### src/sv/mse_pkg.sv
// mse_pkg: shared types and constants for the merge sort engine.
// Used by mse_front, mse_back, mse_outq and merge_sort_engine.
package mse_pkg;

  localparam int MAX_ITEMS = 64;
  localparam int IDX_W     = $clog2(MAX_ITEMS);
  localparam int CNT_W     = IDX_W + 1;
  localparam int VAL_W     = 32;
  localparam int Q_DEPTH   = 4;
  localparam int QPTR_W    = $clog2(Q_DEPTH);
  localparam int QCNT_W    = QPTR_W + 1;

  localparam logic [CNT_W-1:0]  MAX_CNT  = CNT_W'(MAX_ITEMS);
  localparam logic [QCNT_W-1:0] Q_FULL_N = QCNT_W'(Q_DEPTH);

  // classified input item, front to back
  typedef struct packed {
    logic signed [VAL_W-1:0] value;
    logic [IDX_W-1:0]        idx;
    logic                    keep;
    logic                    last;
  } cmd_t;

  // one sorted result, back to result queue
  typedef struct packed {
    logic signed [VAL_W-1:0] value;
    logic                    fin;
    logic                    ovf;
  } res_t;

endpackage

### src/sv/mse_front.sv
// mse_front: input side; tags each item with its store slot or a drop mark
// and buffers it in a short command queue. Depends on mse_pkg.
module mse_front (
  input  logic                              clk,
  input  logic                              rst,
  input  logic                              push,
  output logic                              full,
  input  logic signed [mse_pkg::VAL_W-1:0]  value,
  input  logic                              last,
  output logic                              cmd_valid,
  output mse_pkg::cmd_t                     cmd,
  input  logic                              cmd_pop
);

  mse_pkg::cmd_t                 q [mse_pkg::Q_DEPTH];
  logic [mse_pkg::QPTR_W-1:0]    wp;
  logic [mse_pkg::QPTR_W-1:0]    rp;
  logic [mse_pkg::QCNT_W-1:0]    qcnt;
  logic [mse_pkg::CNT_W-1:0]     set_cnt;
  logic                          acc;
  logic                          keep;
  mse_pkg::cmd_t                 item;

  assign full      = (qcnt == mse_pkg::Q_FULL_N);
  assign cmd_valid = (qcnt != '0);
  assign cmd       = q[rp];
  assign acc       = push && !full;
  assign keep      = (set_cnt < mse_pkg::MAX_CNT);

  always_comb begin
    item.value = value;
    item.idx   = set_cnt[mse_pkg::IDX_W-1:0];
    item.keep  = keep;
    item.last  = last;
  end

  always_ff @(posedge clk) begin
    if (rst) begin
      wp      <= '0;
      rp      <= '0;
      qcnt    <= '0;
      set_cnt <= '0;
    end else begin
      if (acc) begin
        wp <= wp + 1'b1;
        if (last) begin
          set_cnt <= '0;
        end else if (keep) begin
          set_cnt <= set_cnt + 1'b1;
        end
      end
      if (cmd_pop) begin
        rp <= rp + 1'b1;
      end
      case ({acc, cmd_pop})
        2'b10:   qcnt <= qcnt + 1'b1;
        2'b01:   qcnt <= qcnt - 1'b1;
        default: qcnt <= qcnt;
      endcase
    end
  end

  always_ff @(posedge clk) begin
    if (acc) begin
      q[wp] <= item;
    end
  end

endmodule

### config.mk
export PLATFORM = sky130hd
export DESIGN_NAME = mse_front
export DESIGN_NICKNAME = d
export VERILOG_FILES = /design/src/sv/mse_pkg.sv /design/src/sv/mse_front.sv
export SDC_FILE = /design/constraint.sdc
export NUM_CORES = 1
export LEC_CHECK = 0
export BUFFER_PORTS_ARGS = -buffer_cell sky130_fd_sc_hd__buf_2
export CAP_MARGIN = 20
export CORE_ASPECT_RATIO = 1.5
export CORE_MARGIN = 1
export CORE_UTILIZATION = 40
export CTS_CLUSTER_SIZE = 28
export DETAILED_ROUTE_END_ITERATION = 12
export PLACE_DENSITY_LB_ADDON = 0.15
export SLEW_MARGIN = 20
export SYNTH_ARGS = -nofsm -noshare
export SYNTH_HDL_FRONTEND = slang
export SYNTH_SLANG_ARGS = --single-unit
### constraint.sdc
create_clock -name clk -period 4.81 [get_ports clk]
set_clock_uncertainty 0.1 [all_clocks]
set_input_delay 0.481 -clock clk [delete_from_list [all_inputs] [get_ports clk]]
set_output_delay 0.481 -clock clk [all_outputs]
set_load 0.05 [all_outputs]
==> run metrics, run 1 <==
area delta synth->final 18.9%; total power 3.82 mW; Final min period between 2 and 3 ns; Finished Layout Cells 604; Static Leakage ~2.6 nW; post-layout util 0.484; CTS max path bufs 2; Fin Setup TNS 0 ns; depth of the most critical reg-to-reg path 8; pin count of the biggest net entering global routing 41; hold path cells 1; met2 GRT Util 0.249; RSZ-0062 raised after global routing no; # hold bufs at CTS 0; Final Slew Violations 0; Critical Path Start Type register; Max FO, Critical Path 40; Vert. Die Dim ~160 um; Slew headroom 0.443; Least-Margin Pin Slew 0.836 ns; asr flop ratio synth 0; met3 Usage GRT 0.0402; Top FF cell, synth edfxtp_1; input/output buffers just under 80; vias 3098; Synth Cell Area 6560 um2; post-CTS resize count 0; CTS tree built; die width 107 um; Initial Utilization 0.407; Hold Crit Endpoint q[0][11]$_DFFE_PP_; HPWL Detailed 6.45 mm; r2r endpoint qcnt[2]$_SDFFE_PP0P_; post-CTS setup repair buffer count 0; Ys Warns 0; layout cell share with drive strength beyond 1 0.411; worst min-delay path class input port to register; status complete, no violations; Initial DRC Count 115; clock-pin slew on the worst setup and hold paths 0.07 ns; ANT nets after route 0; Max VDD drop 0.193 mV; met1 Resource Use GR 0.167; Reg-to-Reg Start qcnt[2]$_SDFFE_PP0P_; Reg2Reg Setup Slack 2.31 ns; HP Start value[3]; total track usage 0.145; # rows between 50 and 60; Nets 430; iteration count of the initial detailed-routing pass 4; number of synthesized flops with an enable pin between 150 and 200; vias per inst 5.13; Synth Area per Inst approximately 22 um2; Post-Syn Nets approximately 340; initial antenna violation count 1; final worst-path setup slack 2.03 ns; Hold Fails Final Rpt 0; Worst EP required 4.23 ns; Post-Route WL 11.5 mm; Final period util 0.577; fmax about 360 MHz; biggest area consumer among synthesized cells edfxtp_1; Worst-Skew Late Latency 0.42 ns; Congestion Overflow GR 0; Synth top cells by count 160 x edfxtp_1, 40 x mux4_2, 16 x dfxtp_1, 10 x nor2_1, 7 x clkbuf_1; WL/cell between 15 and 20 um; top cell type's share of synthesized area 0.733; I/O pin cnt around 80; H-tree depth 4; # placed instances 573; total clock sinks 176; Post-Place Worst Slack 2.32 ns; register area share after synthesis 0.782; power per cell area 491 nW/um2; CP Class register to output pin; Setup-failing EPs final 0; Post-Synthesis Cells 297; core area 16100 um2; vias in the first global route 3278; die area 16900 um2; first-pass GRT wire length about 18 mm; Final GP Congestion 0.684; data arrival time of the worst path 2.20 ns; DRC 0; CTS Buf Count 17; max_cap viols 0; count leader, synth edfxtp_1; most used routing layer met2; #FFs+latches synth 176; root buffer cell clkbuf_16; Worst setup EP type output pin; top post-synthesis cells by area edfxtp_1 73%, mux4_2 14%, dfxtp_1 4.9%, ha_1 1.1%, nor2_1 0.57%; Unique masters post-synth 29
==> where the power goes <==
| group | switching (mW) | internal, mW |
|---|---|---|
| sequential | 0.0597 | 1.78 |
| combinational | 0.389 | 0.170 |
| clock | 0.556 | 0.867 |
| total | 1.00 | 2.82 |
==> stage by stage <==
stage	cell area, um2	hold WS, ns
final	7800	0.171
after global routing	7790	0.154
after global placement	7180	0.388
after CTS	7790	0.156
after detailed placement	7180	0.400
after floorplan	6560	0.362
==> cells in the final DEF, fill, tap and decap left out, types with 2 or more instances in the layout <==
cell / count
edfxtp_1: 160
buf_2: 78
mux4_2: 40
clkbuf_16: 17
dfxtp_1: 14
nor2_1: 10
inv_1: 6
or3_1: 6
ha_1: 6
nand2_1: 5
o21ai_0: 5
and3_2: 4
nand3_1: 4
a21oi_2: 4
bufinv_16: 4
buf_4: 4
a21oi_1: 3
xor2_1: 3
clkinvlp_4: 3
xnor2_1: 2
dfxtp_4: 2
inv_6: 2
clkinv_1: 2
==> layout make-up <==
cell class                 count  area (um2)
tap                          206         258
sequential                   176        5130
clock buffer                  17         425
multi-input combinational    102        1340
clock inverter                13         188
inverter                       7        26.3
fill                        1408        8320
antenna                        1        2.50
timing repair buffer          82         420
==> sequential cells by signal, indices dropped and copies added (netlist names), named ones only <==
register and cells:
rp 2, q 160, set_cnt 7, wp 2, qcnt 3
==> worst max-delay path by stage <==
stage	from	end	slack (ns)	cells after the start
finish	register	cmd[1]	2.03	2
global placement	register	cmd[4]	2.38	2
floorplan	push	q[1][0]$_DFFE_PP_	2.52	2
detailed placement	qcnt[2]$_SDFFE_PP0P_	qcnt[2]$_SDFFE_PP0P_	2.32	8
CTS	register	cmd[4]	1.92	2
global route	register	cmd[6]	1.86	2
==> logic make-up after synthesis <==
logic type / count (synthesis) / share of synthesized area
AOI/OAI and AO/OA: 15 / 0.0166
xor gates and xnor gates: 5 / 0.00668
adders and majority gates: 7 / 0.0145
buffers and inverters: 19 / 0.0143
DFF: 176 / 0.782
muxes: 41 / 0.139
and+or+nand+nor: 34 / 0.0275
==> per-layer routing <==
layer  part of all wire  up-vias  wire [um]
met5                  0        -          0
met4              0.021        0        242
met3              0.039       21        452
met2               0.53       67       6120
met1               0.41     1614       4640
li1                   -     1396          -
==> worst max-delay path: stages (launching register included) <==
cell and delay [ns]:
dfxtp_4 0.91, mux4_2 0.63, buf_2 0.23
Power figures use the tool's default switching activity.
==> run 2: changes to the inputs <==
--- a/config.mk
+++ b/config.mk
@@ -5,6 +5,7 @@
 export SDC_FILE = /design/constraint.sdc
 export NUM_CORES = 1
 export LEC_CHECK = 0
+export ABC_AREA = 1
 export BUFFER_PORTS_ARGS = -buffer_cell sky130_fd_sc_hd__buf_2
 export CAP_MARGIN = 20
 export CORE_ASPECT_RATIO = 1.5
==> constraint.sdc (replaced) <==
create_clock -name clk -period 2.6 [get_ports clk]
set_clock_uncertainty 0.1 [all_clocks]
set_input_delay 0.26 -clock clk [delete_from_list [all_inputs] [get_ports clk]]
set_output_delay 0.26 -clock clk [all_outputs]
set_load 0.05 [all_outputs]
==> run 2 against run 1 <==
Effect of this change:
- total power increased by 83%
- synthesized area grew 2.6%
- wire length is 22% higher
- global-route usage is 2.4 points higher
- clock power grew 88%
- sequential share of layout area down 4.9 points
- register-to-register slack worse by 1.7 ns
==> run metrics, run 2 <==
Worst-Skew Late Latency 0.42 ns; Top FF cell, synth edfxtp_1; post-layout util 0.515; total track usage 0.169; root buffer cell clkbuf_16; Power Internal about 5.1 mW; input/output buffers 78; Synth Area per Inst 13.3 um2; Final period util 0.894; asr flop ratio synth 0; Initial DRC Count 206; power per cell area ~830 nW/um2; CTS Buf Count 17; layout cell share with drive strength beyond 1 0.210; die width 108 um; area delta synth->final 25.0%; final worst-path setup slack 0.276 ns; Filler cells 1387; vias about 4300; Top reg by flops q; n_diodes 0; Final min period 2.32 ns; HP Start cmd_pop; ANT nets after route 0; depth of the most critical reg-to-reg path 10; Seq pwr share 0.472; core area 16300 um2; CP Class register to output pin; H-tree depth 4; count leader, synth edfxtp_1; Max FO, Critical Path 42; Slew headroom 0.694; total clock sinks 176; Worst EP required 2.24 ns; Hold Fails Final Rpt 0; fmax 430 MHz; Critical Path Start Type register; r2r endpoint qcnt[2]$_SDFFE_PP0P_; initial antenna violation count 0; # rows 57; Final GP Congestion 0.783; # hold bufs at CTS 34; vias in the first global route ~4300; die area 17400 um2; Post-Syn Nets 549; Post-Place Worst Slack 0.621 ns; Final Slew Violations 0; post-CTS setup repair buffer count 0; Ys Warns 0; biggest area consumer among synthesized cells edfxtp_1; HPWL Detailed 7.84 mm; Vert. Die Dim 161 um; Synth top cells by count 160 x edfxtp_1, 97 x nor2_1, 69 x o21ai_0, 40 x o22ai_1, 24 x inv_1; Max VDD drop 0.393 mV; CTS max path bufs 2; max_cap viols 0; first-pass GRT wire length 21.8 mm; pin count of the biggest net entering global routing 81; Design Area, Final 8410 um2; I/O pin cnt around 80; Initial Utilization 0.412; top cell type's share of synthesized area 0.714; Least-Margin Pin Slew 0.459 ns; biggest regs q (160), set_cnt (7), qcnt (3); RSZ-0062 raised after global routing no; total power between 6 and 7 mW; vias per inst 5.10; Unique masters post-synth 24; iteration count of the initial detailed-routing pass 4; number of synthesized flops with an enable pin 160; post-CTS resize count 0; Setup-failing EPs final 0; Slowest-stage cell, CP dfxtp_2; Nets 663; max incr delay on CP 0.35 ns; Static Leakage 3.02 nW; top post-synthesis cells by area edfxtp_1 71%, nor2_1 5.4%, o21ai_0 5.1%, dfxtp_1 4.8%, o22ai_1 3.7%; Post-Route WL 14.0 mm; WL/cell approximately 17 um; status complete, no violations; register area share after synthesis 0.761; Post-Synthesis Cells 505; net switching power 1.91 mW; Synth Cell Area 6730 um2; data arrival time of the worst path 1.96 ns; Gate power share 0.147; Placed Area 7440 um2; CP cell instances inv_4, buf_12, nor2_1, o22ai_1, buf_2; Reg-to-Reg Start qcnt[0]$_SDFFE_PP0P_; Worst setup EP type output pin; max FFs per register 160; commonest non-fill, non-tap cell in the layout edfxtp_1; CTS tree built; Reg2Reg Setup Slack between 0.6 and 0.7 ns; worst min-delay path class input port to register; Congestion Overflow GR 0; Finished Layout Cells 838; hold path cells 4; clock-pin slew on the worst setup and hold paths roughly 0.07 ns; #FFs+latches synth 176; # placed instances 772; switch share 0.273; commonest non-fill, non-tap cells in the layout 160 x edfxtp_1, 93 x nor2_1, 78 x buf_2; DRC 0; Clk pwr share 0.382
[run 2: cell types whose count changed in the layout (fill, tap and decap cells not counted), moves of 6 or more]
| cell | delta |
|---|---|
| nor2_1 | +83 |
| o21ai_0 | +64 |
| mux4_2 | -40 |
| o22ai_1 | +40 |
| dlygate4sd3_1 | +34 |
| o21ai_1 | +19 |
| inv_1 | +18 |
| nand2_1 | +12 |
| a21oi_1 | +8 |
| buf_12 | +7 |
| or3_1 | -6 |
[run 2: worst max-delay path by stage]
stage,from,endpoint,slack [ns],cells after the start
finish,register,cmd[26],0.28,5
global route,register,cmd[26],0.16,5
CTS,register,cmd[26],0.24,5
detailed placement,qcnt[0]$_SDFFE_PP0P_,qcnt[2]$_SDFFE_PP0P_,0.62,10
global placement,qcnt[0]$_SDFFE_PP0P_,qcnt[2]$_SDFFE_PP0P_,0.65,10
floorplan,qcnt[1]$_SDFFE_PP0P_,q[0][0]$_DFFE_PP_,-0.22,4
[run 2: critical path, delay by kind of cell (launching register included)]
family | cells | cell delay, ns
AND/OR/NAND/NOR | 1 | 0.07
AO/OA/AOI/OAI | 1 | 0.21
flip-flops | 1 | 0.35
buffers and inverters | 3 | 0.88
[run 2: final cells by class]
cell class / instances / area, um2 / area share
clock buffer: 18 / 439 / 0.0522
clock inverter: 14 / 189 / 0.0225
inverter: 28 / 108 / 0.0128
multi-input combinational: 276 / 1410 / 0.168
sequential: 176 / 5130 / 0.609
tap: 206 / 258 / 0.0306
timing repair buffer: 120 / 878 / 0.104
[run 2: layer usage]
metal  track usage  vias up  share of wire
met5             0        -              0
met4        0.0529        0         0.0087
met2         0.306       80           0.54
li1              -     2074              -
met3        0.0390        9          0.031
met1         0.195     2110           0.42
[run 2: power by group through the flow]
stage                     Sequential [mW]  Clock [mW]  Combinational (mW)
after global routing                 3.31        2.84                1.10
final                                3.30        2.67                1.03
after floorplan                      3.36           0               0.687
after detailed placement             3.36           0               0.997
after CTS                            3.30        2.73                1.04
after global placement               3.36           0               0.986
[run 2: kinds of logic after synthesis]
family | count (synthesis) | share of synthesized area
AOI/OAI and AO/OA | 140 | 0.112
adders and majority gates | 7 | 0.0141
buffers and inverters | 53 | 0.0331
DFF | 176 | 0.761
and+or+nand+nor | 129 | 0.0792
[run 2: stage by stage]
stage | hold WS [ns] | TNS (ns)
2_1_floorplan | 0.229 | -34.42
3_3_place_gp | 0.344 | 0
3_5_place_dp | 0.335 | 0
4_1_cts | 0.100 | 0
5_1_grt | 0.121 | 0
6_report | 0.119 | 0
==> run 3: changes to the inputs <==
--- a/config.mk
+++ b/config.mk
@@ -11,6 +11,7 @@
 export CORE_ASPECT_RATIO = 1.5
 export CORE_MARGIN = 1
 export CORE_UTILIZATION = 40
+export CTS_BUF_LIST = sky130_fd_sc_hd__clkbuf_8
 export CTS_CLUSTER_SIZE = 28
 export DETAILED_ROUTE_END_ITERATION = 12
 export PLACE_DENSITY_LB_ADDON = 0.15
==> run 3 against run 2 <==
Effect of this change:
- first-iteration DRC count grew 4.9%
- die area is the same
- wire length shrank 0.49%
- flip-flop and latch count is the same
- via count grew 0.44%
- total power shrank 9.3%
- combinational power is essentially flat
- global-route usage shrank 0.077 points
- count of clock-buffer cells in the layout is the same
- fmax shrank 1.4%
- cell count is the same
- cell area shrank 2.3%
- critical endpoint unchanged
- largest power group unchanged
==> run metrics, run 3 (same netlist as run 2, synthesis figures left out) <==
status complete, no violations; input/output buffers 78; met1 wire length 5.85 mm; WL/cell 16.6 um; total power about 6.3 mW; Filler cells 1411; data arrival time of the worst path 2.00 ns; post-CTS resize count 0; Least-Margin Pin Slew between 0.4 and 0.5 ns; first-pass GRT wire length roughly 22 mm; Finished Layout Cells roughly 840; fmax 424 MHz; CP Class register to output pin; vias in the first global route about 4300; Congestion Overflow GR 0; DRC 0; iteration count of the initial detailed-routing pass 4; Top reg by flops q; # placed instances just under 800; die area about 17000 um2; final worst-path setup slack 0.242 ns; initial antenna violation count 0; Nets approximately 660; depth of the most critical reg-to-reg path 10; CTS Buf Count 17; Worst setup endpoint cmd[26]; Final Slew Violations 0; FF/Latch Area 5130 um2; Post-Place Worst Slack roughly 0.62 ns; Placed Area approximately 7400 um2; total track usage 0.168; layout cell share with drive strength beyond 1 0.210; Initial DRC Count 216; final hold slack 0.0898 ns; clock-pin slew on the worst setup and hold paths 0.09 ns; post-layout util 0.503; Slew headroom 0.689; die width 108 um; Initial Utilization 0.412; Static Leakage ~3 nW; power per cell area 772 nW/um2; H-tree depth 4; r2r endpoint qcnt[2]$_SDFFE_PP0P_; top sig layer met4; Critical Path Start Type register; # rows 57; I/O pin cnt between 70 and 80; pin count of the biggest net entering global routing 81; area of the multi-input gates 1410 um2; Worst-Skew Late Latency 0.44 ns; max_cap viols 0; Max FO, Critical Path 42; area delta synth->final 22.1%; vias per inst 5.12; Fin Setup TNS 0 ns; Hold Fails Final Rpt 0; Final period util 0.907; Worst EP required 2.24 ns; Design Area, Final a little over 8000 um2; core area 16300 um2; met3 routed WL 458 um; Final min period 2.36 ns; biggest regs q (160), set_cnt (7), qcnt (3); Vert. Die Dim 161 um; routed wl met2 7.41 mm; Max VDD drop 0.331 mV; total clock sinks about 180; HPWL Detailed 7.84 mm; vias 4292; CTS tree built; worst min-delay path class input port to register; commonest non-fill, non-tap cell in the layout edfxtp_1; Final GP Congestion 0.783; Post-Route WL 13.9 mm; Reg2Reg Setup Slack 0.61 ns; Setup-failing EPs final 0; ANT nets after route 0; CTS max path bufs 2; Worst setup EP type output pin; root buffer cell clkbuf_8; n_diodes 0; RSZ-0062 raised after global routing no; max FFs per register 160; Reg-to-Reg Start qcnt[0]$_SDFFE_PP0P_; commonest non-fill, non-tap cells in the layout 160 x edfxtp_1, 93 x nor2_1, 78 x buf_2
## run 3: cell counts in the layout (fill, tap and decap cells not counted)
No cell type changed its count.
## run 3: metal layers
| layer | vias to the layer above | GRT usage |
|---|---|---|
| met4 | 0 | 0.0604 |
| met1 | 2133 | 0.194 |
| met3 | 13 | 0.0329 |
| li1 | 2070 | - |
| met5 | - | 0 |
| met2 | 76 | 0.305 |
## run 3: final cells by class
type,instances,area share
clock buffers,18,0.0301
clock inverters,14,0.0230
inverters,28,0.0131
multi-input cells,276,0.172
flip-flops and latches,176,0.624
well taps,206,0.0314
repair buffers,120,0.107
## run 3: worst max-delay path, cell delays in order (launching register included)
cell	delay, ns
dfxtp_2	0.36
inv_4	0.31
buf_12	0.26
nor2_1	0.07
o22ai_1	0.21
buf_2	0.30
## run 3: power breakdown
group | switching (mW) | internal, mW
Sequential | 0.0460 | 3.25
Combinational | 0.762 | 0.263
Clock | 1.01 | 1.01
## run 3: worst min-delay path by stage
stage | to | depth (start not counted) | start | slack (ns)
floorplan | set_cnt[0]$_SDFFE_PP0P_ | 1 | rst | 0.23
global placement | rp[1]$_SDFFE_PP0P_ | 1 | rp[1]$_SDFFE_PP0P_ | 0.34
detailed placement | rp[1]$_SDFFE_PP0P_ | 1 | rp[1]$_SDFFE_PP0P_ | 0.34
CTS | register | 4 | cmd_pop | 0.06
global route | register | 4 | cmd_pop | 0.08
finish | register | 4 | cmd_pop | 0.09
## run 3: what timing repair did
| action | in CTS | in global routing |
|---|---|---|
| endpoints found under the hold margin | 135 | 0 |
| hold buffers | 34 | 0 |
| buffers inserted | 0 | 0 |
| setup endpoints to repair | 0 | 0 |
