[src/sv/mse_pkg.sv]
// mse_pkg: shared types and constants for the merge sort engine.
// Used by mse_front, mse_back, mse_outq and merge_sort_engine.
package mse_pkg;

  localparam int MAX_ITEMS = 64;
  localparam int IDX_W     = $clog2(MAX_ITEMS);
  localparam int CNT_W     = IDX_W + 1;
  localparam int VAL_W     = 32;
  localparam int Q_DEPTH   = 4;
  localparam int QPTR_W    = $clog2(Q_DEPTH);
  localparam int QCNT_W    = QPTR_W + 1;

  localparam logic [CNT_W-1:0]  MAX_CNT  = CNT_W'(MAX_ITEMS);
  localparam logic [QCNT_W-1:0] Q_FULL_N = QCNT_W'(Q_DEPTH);

  // classified input item, front to back
  typedef struct packed {
    logic signed [VAL_W-1:0] value;
    logic [IDX_W-1:0]        idx;
    logic                    keep;
    logic                    last;
  } cmd_t;

  // one sorted result, back to result queue
  typedef struct packed {
    logic signed [VAL_W-1:0] value;
    logic                    fin;
    logic                    ovf;
  } res_t;

endpackage

[src/sv/mse_outq.sv]
// mse_outq: short result queue between the sort sequencer and the output
// ports. Depends on mse_pkg.
module mse_outq (
  input  logic                  clk,
  input  logic                  rst,
  input  logic                  res_push,
  input  mse_pkg::res_t         res,
  output logic                  res_full,
  output logic                  empty,
  input  logic                  pop,
  output mse_pkg::res_t         head
);

  mse_pkg::res_t                 q [mse_pkg::Q_DEPTH];
  logic [mse_pkg::QPTR_W-1:0]    wp;
  logic [mse_pkg::QPTR_W-1:0]    rp;
  logic [mse_pkg::QCNT_W-1:0]    qcnt;
  logic                          wr;
  logic                          rd;

  assign res_full = (qcnt == mse_pkg::Q_FULL_N);
  assign empty    = (qcnt == '0);
  assign head     = q[rp];
  assign wr       = res_push && !res_full;
  assign rd       = pop && !empty;

  always_ff @(posedge clk) begin
    if (rst) begin
      wp   <= '0;
      rp   <= '0;
      qcnt <= '0;
    end else begin
      if (wr) begin
        wp <= wp + 1'b1;
      end
      if (rd) begin
        rp <= rp + 1'b1;
      end
      case ({wr, rd})
        2'b10:   qcnt <= qcnt + 1'b1;
        2'b01:   qcnt <= qcnt - 1'b1;
        default: qcnt <= qcnt;
      endcase
    end
  end

  always_ff @(posedge clk) begin
    if (wr) begin
      q[wp] <= res;
    end
  end

endmodule

[config.mk]
export PLATFORM = sky130hd
export DESIGN_NAME = mse_outq
export DESIGN_NICKNAME = d
export VERILOG_FILES = /design/src/sv/mse_pkg.sv /design/src/sv/mse_outq.sv
export SDC_FILE = /design/constraint.sdc
export NUM_CORES = 1
export LEC_CHECK = 0
export ABC_CLOCK_PERIOD_IN_PS = 2500
export BUFFER_PORTS_ARGS = -buffer_cell sky130_fd_sc_hd__buf_2
export CAP_MARGIN = 10
export CELL_PAD_IN_SITES_DETAIL_PLACEMENT = 1
export CELL_PAD_IN_SITES_GLOBAL_PLACEMENT = 1
export CORE_MARGIN = 3
export CORE_UTILIZATION = 50
export CTS_CLUSTER_SIZE = 8
export DETAILED_ROUTE_END_ITERATION = 6
export PLACE_DENSITY = 0.9
export RECOVER_POWER = 50
export SYNTH_ARGS = -nofsm -noshare
export SYNTH_HDL_FRONTEND = slang
export SYNTH_SLANG_ARGS = --single-unit
[constraint.sdc]
create_clock -name clk -period 2.5 [get_ports clk]
set_input_delay 0.5 -clock clk [delete_from_list [all_inputs] [get_ports clk]]
set_output_delay 0.5 -clock clk [all_outputs]
set_load 0.02 [all_outputs]
==> results.md, run 1 <==
Placement:
- Summing all placed instances gives a cell area of 0.00603 sq mm.
- The detailed placement HPWL is 6650 microns.
- The placement-stage worst setup slack is 0.277 ns.
- The number of I/O port buffers is 73.
- The placer congestion estimate is 0.701.

GRT:
- The number of global-route vias before repair is 2802.
- The global-route usage over all layers is 0.192.
- The wire length of the first global-routing pass is 16300 microns.
- The initial antenna violation count was 0.
- Entering global routing, the biggest net connects 26 pins.
- The final global-route overflow total is 0.

Setup path:
- Walking the worst path, the cells encountered are buf_12 > buf_12 > mux4_2 > buf_2.
- The cell with the most instances on the worst path is sky130_fd_sc_hd__buf_12.
- The arrival time of the worst setup path is 1.92 ns.
- The number of cell instances on the worst register-to-register path is 4.
- The kind of critical path is register to primary output.
- The biggest cell delay along the critical path is 0.50 ns.
- STA classifies the critical path startpoint as a register.
- The endpoint kind of the worst setup timing path is a primary output.
- For the worst setup path, the data required time is 2.00 ns.
- The maximum fanout encountered on the critical timing path is 10.
- The cell with the largest stage delay on the worst path is sky130_fd_sc_hd__mux4_2.

Hold path:
- Along the worst hold path, the cell count comes to 1.
- The path class of the tightest hold or removal check is primary input to register.

Floorplanning:
- The number of placement rows is 37.
- The die outline area is 0.0122 sq mm.
- The region available for standard cell placement spans 0.0105 sq mm.
- The vertical die dimension is 110 microns.
- The number of ports placed on the die boundary is 74.
- The initial standard-cell utilization of the core is 0.520.
- The die span in x is 110 microns.

Cells and area:
- From synthesis to final layout, the design area changed by 21.7%.
- The area taken by flip-flops and latches is 0.00427 sq mm.
- The number of antenna diodes in the final layout is 0.
- The library cell used most frequently in the layout, excluding fill and tap cells, is sky130_fd_sc_hd__edfxtp_1.
- In the final layout, the share of cells above drive strength 1 is 0.347.
- The area taken by multi-input logic gates is 0.00104 sq mm.
- The top cell types in the final layout, fill and taps aside, are sky130_fd_sc_hd__edfxtp_1 (136), sky130_fd_sc_hd__buf_2 (39), sky130_fd_sc_hd__clkbuf_1 (34).
- The area of all placed cells without fillers is 0.00662 sq mm.
- The number of nets in the layout is 374.
- The final-layout fill cell count is 911.

Timing:
- For the finished layout, the period the worst path requires is 2.42 ns.
- The count of endpoints failing hold in the final timing report was 0.
- Of the available clock period, the critical path in the final layout requires 0.966.
- The final setup violation count is 0.
- The tightest hold path in the finished design has a slack of 0.232 ns.
- The number of slew-limit violations in the final report was 0.
- For this run, the top clock speed supported by timing is 414 MHz.
- Setup repair after global routing could not meet its margin everywhere.
- For the pin with the worst max-slew slack, the measured transition is 0.966 ns.
- The worst clock skew on the final layout is 0.00535 ns.
- Once routing completed, OpenROAD measured the worst setup slack at 0.0847 ns.
- The worst pin sits at a relative slew slack of 0.356.

Drt:
- Dividing the detail-routed wire length by the instance count gives 22.4 microns.
- The number of design-rule violations left by the first detailed-router iteration is 180.
- The detail route stage leaves a number of antenna-violating nets equal to 0.
- The number of search-and-repair iterations in the first detailed-routing pass is 4.
- The total DRC errors in the routed layout is 0.
- For this block, the routed nets add up to 10700 microns of wire.
- The via count is 2651.
- The detailed-route vias per instance is 5.53.

Pwr:
- Of the total power, combinational logic draws 0.252.
- The internal power is 5.27 mW.
- The total net switching power is 2.02 mW.
- The leakage power summed over all cells is 2.23 nW.
- The total power density per cell area is 1100 mW/mm^2.
- The proportion of total power due to net switching is 0.277.
- VDD sags by at most 0.629 mV.
- The share of total power dissipated in sequential elements is 0.417.
- The clock share of power is 0.331.

Clock tree:
- The root buffer cell chosen for the clock tree is sky130_fd_sc_hd__clkbuf_8.
- The clock transition time at the flip-flop clock pins of the worst setup and hold paths is 0.06 ns.
- Clock tree synthesis inserted a total of 17 buffers.
- Counting along the longest clock path gives a buffer depth of 2.
- For this design, the sink count on the clock tree is 145.
- In this run the number of H-tree levels came out at 4.
- TritonCTS built the clock tree.
- At the later pin of the worst-skew pair, clock insertion delay measures 0.52 ns.

Synth:
- The number of storage elements in the synthesis netlist is 145.
- The sequential fraction of the synthesis area is 0.783.
- The mean post-synth cell area is 23.5 sq um.
- The fraction of synthesized cell area taken by the top area cell type is 0.750.
- The count of cell types in the netlist is 25.
- The gate count after technology mapping is 232.
- The dominant cell type by area after synthesis is sky130_fd_sc_hd__edfxtp_1.
- The mapped netlist covers 0.00544 sq mm.
- The number of nets in the synthesized netlist is 276.
- Ranked by total cell area, the synthesized netlist is headed by sky130_fd_sc_hd__edfxtp_1 (75%), sky130_fd_sc_hd__mux4_2 (12%), sky130_fd_sc_hd__dfxtp_1 (3.3%).
- The warning count from the yosys run is 0.

Status:
- The flow ran to the end, and the final reports show no timing, DRC or antenna violations.

Flow run:
- The max-cap violation count is 0.
==> cells by family after synthesis <==
family / Yosys count / share of synthesized area
DFF: 145 / 0.783
muxes: 35 / 0.145
and+or+nand+nor: 18 / 0.0198
buffers and inverters: 17 / 0.0228
AOI/OAI and AO/OA: 8 / 0.00873
adders and majority gates: 6 / 0.0152
xor gates and xnor gates: 3 / 0.00483
==> worst max-delay path, delay by kind of cell, from the launching register on <==
kind | cells | cell delay, ns
buffers and inverters | 3 | 0.46
DFF | 1 | 0.43
muxes | 1 | 0.50
==> power by group through the flow <==
stage,logic (mW),registers [mW],clock network (mW)
after floorplan,1.29,3.01,0
after global placement,1.69,3.06,0
after detailed placement,1.73,3.09,0
after CTS,1.75,3.05,2.46
after global routing,1.98,3.06,2.58
final,1.84,3.04,2.41
==> per-stage QoR <==
| step | total power [mW] | utilization | setup TNS, ns | instances |
|---|---|---|---|---|
| 4_1_cts | 7.26 | 0.630 | 0 | 471 |
| 6_report | 7.29 | 0.633 | 0 | 479 |
| 3_5_place_dp | 4.82 | 0.577 | 0 | 439 |
| 2_1_floorplan | 4.30 | - | 0 | 232 |
| 5_1_grt | 7.63 | 0.633 | -0.0128 | 479 |
| 3_3_place_gp | 4.75 | 0.577 | 0 | 439 |
==> cell usage after synthesis (all sizes together) <==
library cell,n
mux4,34
nor2,6
o31ai,1
clkbuf,1
fa,1
dfxtp,9
xor2,3
edfxtp,136
mux2i,1
o21ai,3
or3,3
buf,8
nand2b,2
ha,5
inv,8
nand2,1
nor3,1
a21oi,4
and2,4
nor3b,1
==> registers in the layout, indices dropped and copies added, names as in the netlist, named ones only <==
name and count:
rp 2, qcnt 3, q 136, wp 2
==> area by class of cell <==
type                            instances  area share
Inverter                                8     0.00454
Sequential cell                       145       0.645
Multi-Input combinational cell         70       0.157
Timing Repair Buffer                   88      0.0828
Clock inverter                         15      0.0225
Clock buffer                           17      0.0625
Tap cell                              136      0.0257
==> worst paths after layout <==
check / startpoint / endpoint / slack [ns]
worst max-delay path: register / head[6] / 0.08
worst min-delay path: res[29] / q[3][29]$_DFFE_PP_ / 0.23
worst max register to register: qcnt[2]$_SDFFE_PP0P_ / q[0][6]$_DFFE_PP_ / 0.20
worst min register to register: rp[1]$_SDFFE_PP0P_ / register / 0.49
==> layer usage <==
layer  share of wire  GRT usage  up-vias  wire (microns)
met5               0          0        -               0
met4           0.017     0.0844        0             180
met3           0.060     0.0565       19             642
met2            0.51      0.300       93            5480
met1            0.41      0.253     1380            4420
li1                -          -     1159               -
==> repair_timing <==
item                       4_1_cts  5_1_grt
resized for setup                2        0
buffers inserted                 0        8
setup endpoints to repair        3        2
hold buffers                     0        0
hold endpoints to repair         0        0
No activity file was read; power rests on OpenSTA's default activity.
==> run 2: changes to the inputs <==
--- a/config.mk
+++ b/config.mk
@@ -7,2 +7,3 @@
 export LEC_CHECK = 0
+export ABC_AREA = 0
 export ABC_CLOCK_PERIOD_IN_PS = 2500
@@ -14,2 +15,3 @@
 export CORE_UTILIZATION = 50
+export CTS_CLUSTER_DIAMETER = 100
 export CTS_CLUSTER_SIZE = 8
--- a/constraint.sdc
+++ b/constraint.sdc
@@ -3,2 +3,2 @@
 set_output_delay 0.5 -clock clk [all_outputs]
-set_load 0.02 [all_outputs]
+set_load 0.1 [all_outputs]
==> run 2 against run 1 <==
Cell area rose by 0.93%. Highest routed layer unchanged. Setup slack got worse by 0.021 ns. Cell count fell by 0.63%. Power rose by 23%. Sequential power barely moved. Die area did not move. Non-clock buffer count fell by 3. Flip-flop and latch count did not move. Count of clock-buffer cells in the layout did not move. Register-to-register slack improved by 0.14 ns. Critical path type unchanged. Combinational power rose by 98%. Global-route usage rose by 0.45 points.
==> results.md, run 2 (synthesized netlist as in run 1, its figures left out) <==
GRT:
- The largest net degree at the start of global routing was 29 (was 26).
- The wire length of the first global-routing pass is 16500 microns (was 16300 microns).
- The initial antenna violation count is 0 (unchanged).
- The global-route usage over all layers is 0.197 (was 0.192).
- The number of global-route vias before repair is 2939 (was 2802).
- The final global-route overflow total came to 0 (unchanged).

Clock tree:
- The insertion delay of the later-clocked pin in the worst-skew pair is 0.52 ns (about the same).
- The cell at the root of the clock tree is sky130_fd_sc_hd__clkbuf_8 (unchanged).
- The buffer levels on the longest clock path came to 2 (unchanged).
- The number of buffers added for setup after CTS is 0 (unchanged).
- The clock sink count came to 145 (unchanged).
- The number of buffers created by CTS is 17 (unchanged).
- The clock transition time at the flip-flop clock pins of the worst setup and hold paths is 0.06 ns (about the same).
- The number of levels in the clock H-tree came to 4 (unchanged).
- The CTS tree was yes (unchanged).

Pwr:
- The leakage power summed over all cells is 2.22 nW (was 2.23 nW).
- The total power density per cell area came to 1350 mW/mm^2 (was 1100 mW/mm^2).
- The worst IR drop on VDD is 0.788 mV (was 0.629 mV).
- The overall power is 9.00 mW (was 7.29 mW).

Flow run:
- The max-cap violation count came to 0 (unchanged).

Timing:
- The final setup violation count is 0 (unchanged).
- The achievable clock frequency came to 410 MHz (was 414 MHz).
- The count of endpoints failing hold in the final timing report was 0 (unchanged).
- The shortest period the worst path allows is 2.44 ns (was 2.42 ns).
- The worst clock skew on the final layout came to 0.0110 ns (was 0.00535 ns).
- The ratio of final minimum period to clock period is 0.975 (was 0.966).
- The final-layout setup total negative slack is 0 ns (unchanged).
- The worst-margin pin slew is 0.659 ns (was 0.966 ns).
- The tightest slew margin relative to the limit was 0.560 (was 0.356).
- The tightest hold margin is 0.233 ns (was 0.232 ns).
- The number of slew-limit violations in the final report came to 0 (unchanged).
- The worst setup slack after layout is 0.0634 ns (was 0.0847 ns).

Placement:
- The placer congestion estimate is 0.687 (was 0.701).
- The number of placed instances with taps included is 443 (was 439).
- The instance area after placement is 0.00610 sq mm (was 0.00603 sq mm).
- The detailed placement HPWL was 6920 microns (was 6650 microns).
- The placement-stage worst setup slack came to 0.429 ns (was 0.277 ns).
- The number of I/O port buffers is 73 (unchanged).

Floorplanning:
- The number of placement rows is 37 (unchanged).
- The die span in x is 110 microns (unchanged).
- The die outline area came to 0.0122 sq mm (unchanged).
- The number of ports placed on the die boundary was 74 (unchanged).
- The area of the core region is 0.0105 sq mm (unchanged).
- The vertical die dimension came to 110 microns (unchanged).
- The initial standard-cell utilization of the core is 0.520 (unchanged).

Cells and area:
- The share of layout cells above drive strength 1 is 0.368 (was 0.347).
- Registers with the most flip-flops: q x136, qcnt x3 (unchanged).
- The final-layout fill cell count is 897 (was 911).
- The area growth from synthesis to final layout came to 22.8% (was 21.7%).
- The area of all placed cells without fillers is 0.00668 sq mm (was 0.00662 sq mm).
- The number of nets in the layout is 371 (was 374).
- The most frequent standard cell in the layout excluding fill and tap cells was sky130_fd_sc_hd__edfxtp_1 (unchanged).
- Top library cells by usage in the layout, fill and taps aside: sky130_fd_sc_hd__edfxtp_1 (136), sky130_fd_sc_hd__mux4_2 (34), sky130_fd_sc_hd__clkbuf_1 (34) (was sky130_fd_sc_hd__edfxtp_1 (136), sky130_fd_sc_hd__buf_2 (39), sky130_fd_sc_hd__clkbuf_1 (34)).
- The flip-flop count of the largest register, all copies and words added was 136 (unchanged).
- The count of antenna diodes in the layout is 0 (unchanged).
- The core utilization of the finished layout is 0.639 (was 0.633).
- The count of non-filler cells in the finished layout was 476 (was 479).
- The register ranked first by flip-flop count is q (unchanged).

Drt:
- The detailed-route vias per instance is 5.55 (was 5.53).
- The number of nets with antenna violations after routing is 0 (unchanged).
- The total DRC errors in the routed layout came to 0 (unchanged).
- The via count came to 2643 (was 2651).
- The number of search-and-repair iterations in the first detailed-routing pass is 6 (was 4).
- The final wirelength is 11100 microns (was 10700 microns).
- The number of design-rule violations left by the first detailed-router iteration is 187 (was 180).
- The wire length per cell came to 23.3 microns (was 22.4 microns).

Setup path:
- The endpoint kind of the worst setup timing path is a primary output (unchanged).
- The kind of critical path is register to primary output (unchanged).
- The cell with the largest stage delay on the worst path is sky130_fd_sc_hd__mux4_2 (unchanged).
- The worst-case register-to-register setup slack came to 0.34 ns (was 0.20 ns).
- The arrival time of the worst setup path came to 1.94 ns (was 1.92 ns).
- The kind of cell adding the most delay to the critical path was multiplexers (unchanged).
- Crit path cell chain: clkbuf_16 > mux4_2 > clkbuf_4 (was buf_12 > buf_12 > mux4_2 > buf_2).
- The maximum fanout encountered on the critical timing path is 10 (unchanged).
- The startpoint kind of the worst setup timing path is a register (unchanged).
- The required time at the worst-slack endpoint is 2.00 ns (about the same).
- The worst path buffer plus inverter count is 2 (was 3).
- The biggest cell delay along the critical path is 0.51 ns (was 0.50 ns).
- The reg-to-reg critical path startpoint is qcnt[0]$_SDFFE_PP0P_ (was qcnt[2]$_SDFFE_PP0P_).

Status:
- Status: completed (unchanged).

Hold path:
- The start point of the worst min-delay path was res[19] (was res[29]).
- The kind of path behind the tightest hold check is primary input to register (unchanged).
-- run 2: changes by cell type in the layout (fill, tap and decap cells not counted), moves of 2 or more --
| cell | previous run | this run |
|---|---|---|
| sky130_fd_sc_hd__buf_2 | 39 | 13 |
| sky130_fd_sc_hd__buf_4 | 6 | 14 |
| sky130_fd_sc_hd__buf_6 | 0 | 4 |
| sky130_fd_sc_hd__bufinv_16 | 3 | 1 |
| sky130_fd_sc_hd__clkbuf_4 | 0 | 9 |
| sky130_fd_sc_hd__clkinv_2 | 8 | 1 |
| sky130_fd_sc_hd__clkinv_4 | 0 | 2 |
| sky130_fd_sc_hd__clkinvlp_4 | 1 | 5 |
| sky130_fd_sc_hd__inv_6 | 0 | 3 |
| sky130_fd_sc_hd__mux4_1 | 3 | 0 |
| sky130_fd_sc_hd__mux4_2 | 31 | 34 |
-- run 2: worst paths after layout --
check,end,cells after the start
min,q[0][19]$_DFFE_PP_,1
max,head[1],3
max reg2reg,q[3][26]$_DFFE_PP_,4
min reg2reg,wp[1]$_SDFFE_PP0P_,2
-- run 2: area by class of cell --
cell class	instances	area (sq um)	area share
Multi-Input combinational cell	70	1040	0.156
Inverter	8	30.0	0.00449
Timing Repair Buffer	85	621	0.0929
Clock buffer	17	414	0.0620
Sequential cell	145	4270	0.639
Clock inverter	15	135	0.0202
Tap cell	136	170	0.0255
-- run 2: where the power goes --
group          internal [mW]  total [mW]  switching [mW]
Clock                   1.33        2.33            1.00
Sequential              2.91        3.02           0.111
Combinational           1.01        3.65            2.64
-- run 2: timing repair --
| item | 4_1_cts | 5_1_grt |
|---|---|---|
| endpoints found under the setup margin | 14 | 23 |
| hold endpoints to repair | 0 | 0 |
| cloned | 0 | 1 |
| hold buffers | 0 | 0 |
| gates resized for setup | 14 | 22 |
-- run 2: worst register-to-register path: cells and delay by family (launching register included) --
kind	cells	cell delay, ns
DFF	1	0.48
and+or+nand+nor	3	1.06
buffers and inverters	1	0.30
-- run 2: routing by layer --
metal  global-route usage  vias to the layer above  part of all wire
met2                0.332                       95              0.53
met5                    0                        -                 0
li1                     -                     1149                 -
met1                0.236                     1389              0.39
met4               0.0765                        0             0.014
met3               0.0635                       10             0.057
==> run 3: changes to the inputs <==
CELL_PAD_IN_SITES_DETAIL_PLACEMENT = 0   (was 1)
CELL_PAD_IN_SITES_GLOBAL_PLACEMENT = 2   (was 1)
CORE_UTILIZATION = 44   (was 50)
PLACE_DENSITY = 0.89   (was 0.9)
==> run 3 against run 2 <==
Non-clock buffer count fell by 3. Combinational power barely moved. Cell count rose by 5.3%. Sequential power barely moved. First-iteration DRC count rose by 7.0%. Via count fell by 3.7%. Cell area rose by 1.8%. Core utilization fell by 6.0 points. Critical path depth did not move. Fmax rose by 0.50%. Routed wire length fell by 17%. Largest cell class unchanged.
==> results.md, run 3 (synthesized netlist as in run 1, its figures left out) <==
Status:
- Status: completed (unchanged).

Floorplanning:
- The number of placement rows came to 39 (was 37).
- The initial standard-cell utilization of the core is 0.463 (was 0.520).
- The vertical die dimension is 117 microns (was 110 microns).
- The area of the core region came to 0.0118 sq mm (was 0.0105 sq mm).
- The number of ports placed on the die boundary is 74 (unchanged).
- The die outline area is 0.0137 sq mm (was 0.0122 sq mm).
- The die span in x is 117 microns (was 110 microns).

Placement:
- The number of placed instances with taps included is 469 (was 443).
- The detailed placement HPWL is 5750 microns (was 6920 microns).
- The placer congestion estimate is 0.695 (was 0.687).
- The number of I/O port buffers is 73 (unchanged).
- The placement-stage worst setup slack came to 0.344 ns (was 0.429 ns).

Cells and area:
- The count of non-filler cells in the finished layout is 501 (was 476).
- The share of layout cells above drive strength 1 was 0.359 (was 0.368).
- The count of antenna diodes in the layout is 0 (unchanged).
- Registers with the most flip-flops: q x136, qcnt x3 (unchanged).
- The register ranked first by flip-flop count is q (unchanged).
- The most frequent standard cell in the layout excluding fill and tap cells is sky130_fd_sc_hd__edfxtp_1 (unchanged).
- Top library cells by usage in the layout, fill and taps aside: sky130_fd_sc_hd__edfxtp_1 (136), sky130_fd_sc_hd__clkbuf_1 (34), sky130_fd_sc_hd__mux4_2 (30) (was sky130_fd_sc_hd__edfxtp_1 (136), sky130_fd_sc_hd__mux4_2 (34), sky130_fd_sc_hd__clkbuf_1 (34)).
- The number of nets in the layout is 368 (was 371).
- The flip-flop count of the largest register, all copies and words added is 136 (unchanged).
- The area growth from synthesis to final layout is 24.9% (was 22.8%).
- The final-layout fill cell count was 875 (was 897).

Clock tree:
- The post-cts resize count is 2 (was 14).
- The number of buffers created by CTS came to 17 (unchanged).
- The buffer levels on the longest clock path is 2 (unchanged).
- The number of levels in the clock H-tree is 4 (unchanged).
- The cell at the root of the clock tree is sky130_fd_sc_hd__clkbuf_16 (was sky130_fd_sc_hd__clkbuf_8).
- The number of buffers added for setup after CTS was 0 (unchanged).
- The clock transition time at the flip-flop clock pins of the worst setup and hold paths is 0.06 ns (about the same).
- The insertion delay of the later-clocked pin in the worst-skew pair is 0.41 ns (was 0.52 ns).
- The count of hold-fix buffers inserted at cts came to 0 (unchanged).
- The clock sink count came to 145 (unchanged).
- The CTS tree is yes (unchanged).

Timing:
- Setup repair after global routing left no endpoint under its margin.
- The worst-margin pin slew came to 0.992 ns (was 0.659 ns).
- The ratio of final minimum period to clock period is 0.970 (was 0.975).
- The count of endpoints failing hold in the final timing report is 0 (unchanged).
- The shortest period the worst path allows came to 2.42 ns (was 2.44 ns).
- The tightest slew margin relative to the limit is 0.339 (was 0.560).
- The achievable clock frequency was 412 MHz (was 410 MHz).
- The final setup violation count came to 0 (unchanged).
- The worst setup slack after layout is 0.0755 ns (was 0.0634 ns).
- The worst clock skew on the final layout is 0.00674 ns (was 0.0110 ns).
- The tightest hold margin is 0.344 ns (was 0.233 ns).
- The number of slew-limit violations in the final report came to 0 (unchanged).

Drt:
- The via count is 2544 (was 2643).
- The detailed-route vias per instance is 5.08 (was 5.55).
- The number of search-and-repair iterations in the first detailed-routing pass is 4 (was 6).
- The number of nets with antenna violations after routing is 0 (unchanged).
- The total DRC errors in the routed layout came to 0 (unchanged).
- The wire length per cell was 18.4 microns (was 23.3 microns).
- The final wirelength is 9220 microns (was 11100 microns).
- The number of design-rule violations left by the first detailed-router iteration is 200 (was 187).

GRT:
- The largest net degree at the start of global routing is 35 (was 29).
- The number of global-route vias before repair is 2625 (was 2939).
- The final global-route overflow total was 0 (unchanged).
- The wire length of the first global-routing pass is 14200 microns (was 16500 microns).
- The global-route usage over all layers was 0.145 (was 0.197).
- The initial antenna violation count is 1 (was 0).

Setup path:
- The arrival time of the worst setup path is 1.92 ns (was 1.94 ns).
- The startpoint kind of the worst setup timing path is a register (unchanged).
- Crit path cell chain: buf_12 > mux4_1 > buf_2 (was clkbuf_16 > mux4_2 > clkbuf_4).
- The kind of critical path is register to primary output (unchanged).
- The endpoint kind of the worst setup timing path is a primary output (unchanged).
- The required time at the worst-slack endpoint is 2.00 ns (about the same).
- The maximum fanout encountered on the critical timing path is 10 (unchanged).
- The cell with the largest stage delay on the worst path is sky130_fd_sc_hd__mux4_1 (was sky130_fd_sc_hd__mux4_2).
- The biggest cell delay along the critical path came to 0.56 ns (was 0.51 ns).

Hold path:
- The kind of path behind the tightest hold check is primary input to register (unchanged).

Flow run:
- The max-cap violation count is 0 (unchanged).

Pwr:
- The overall power came to 9.13 mW (was 9.00 mW).
- The total power density per cell area is 1340 mW/mm^2 (was 1350 mW/mm^2).
- The leakage power summed over all cells is 2.25 nW (was 2.22 nW).
- The worst IR drop on VDD was 0.755 mV (was 0.788 mV).
[run 3: cell types whose count changed in the layout (fill, tap and decap cells not counted), moves of 2 or more]
| cell | before | now |
|---|---|---|
| sky130_fd_sc_hd__clkbuf_4 | 9 | 0 |
| sky130_fd_sc_hd__clkinv_1 | 2 | 0 |
| sky130_fd_sc_hd__mux4_1 | 0 | 4 |
| sky130_fd_sc_hd__mux4_2 | 34 | 30 |
| sky130_fd_sc_hd__buf_12 | 9 | 19 |
| sky130_fd_sc_hd__buf_2 | 13 | 26 |
| sky130_fd_sc_hd__buf_6 | 4 | 0 |
| sky130_fd_sc_hd__buf_4 | 14 | 2 |
[run 3: metrics by stage]
step / instance area [sq um] / setup TNS, ns / utilization
after floorplan: 5460 / -0.184 / -
after global placement: 6290 / 0 / 0.535
after detailed placement: 6290 / 0 / 0.535
after CTS: 6880 / 0 / 0.585
after global routing: 6800 / 0 / 0.578
final: 6800 / 0 / 0.578
[run 3: final cells by class]
type | count | area, sq um | area share
Inverter | 8 | 30.0 | 0.00442
Sequential cell | 145 | 4270 | 0.628
Clock inverter | 15 | 159 | 0.0234
Clock buffer | 17 | 425 | 0.0626
Tap cell | 164 | 205 | 0.0302
Multi-Input combinational cell | 70 | 1050 | 0.155
Timing Repair Buffer | 82 | 658 | 0.0968
[run 3: power breakdown]
| group | internal (mW) | switching [mW] |
|---|---|---|
| Combinational | 1.06 | 2.58 |
| Clock | 1.47 | 0.978 |
| Sequential | 2.91 | 0.115 |
[run 3: path summary, 6_finish.rpt]
check / startpoint / end / slack [ns] / cells past startpoint
max reg2reg: qcnt[2]$_SDFFE_PP0P_ / q[3][12]$_DFFE_PP_ / 0.34 / 4
min reg2reg: rp[1]$_SDFFE_PP0P_ / register / 0.48 / 2
max: register / head[24] / 0.08 / 3
min: res[2] / q[2][2]$_DFFE_PP_ / 0.34 / 1
[run 3: layer usage]
metal  share of wire  wire length (microns)  GRT usage  vias to the layer above
met4           0.016                    150     0.0619                        2
met3           0.060                    554     0.0473                       15
met1            0.42                   3860      0.183                     1309
met5         0.00098                      9          0                        -
met2            0.50                   4640      0.233                       74
li1                -                      -          -                     1144
[run 3: worst max-delay path: cells and delay by family, from the launching register on]
kind / cells / cell delay (ns)
muxes: 1 / 0.56
buffers and inverters: 2 / 0.49
DFF: 1 / 0.46
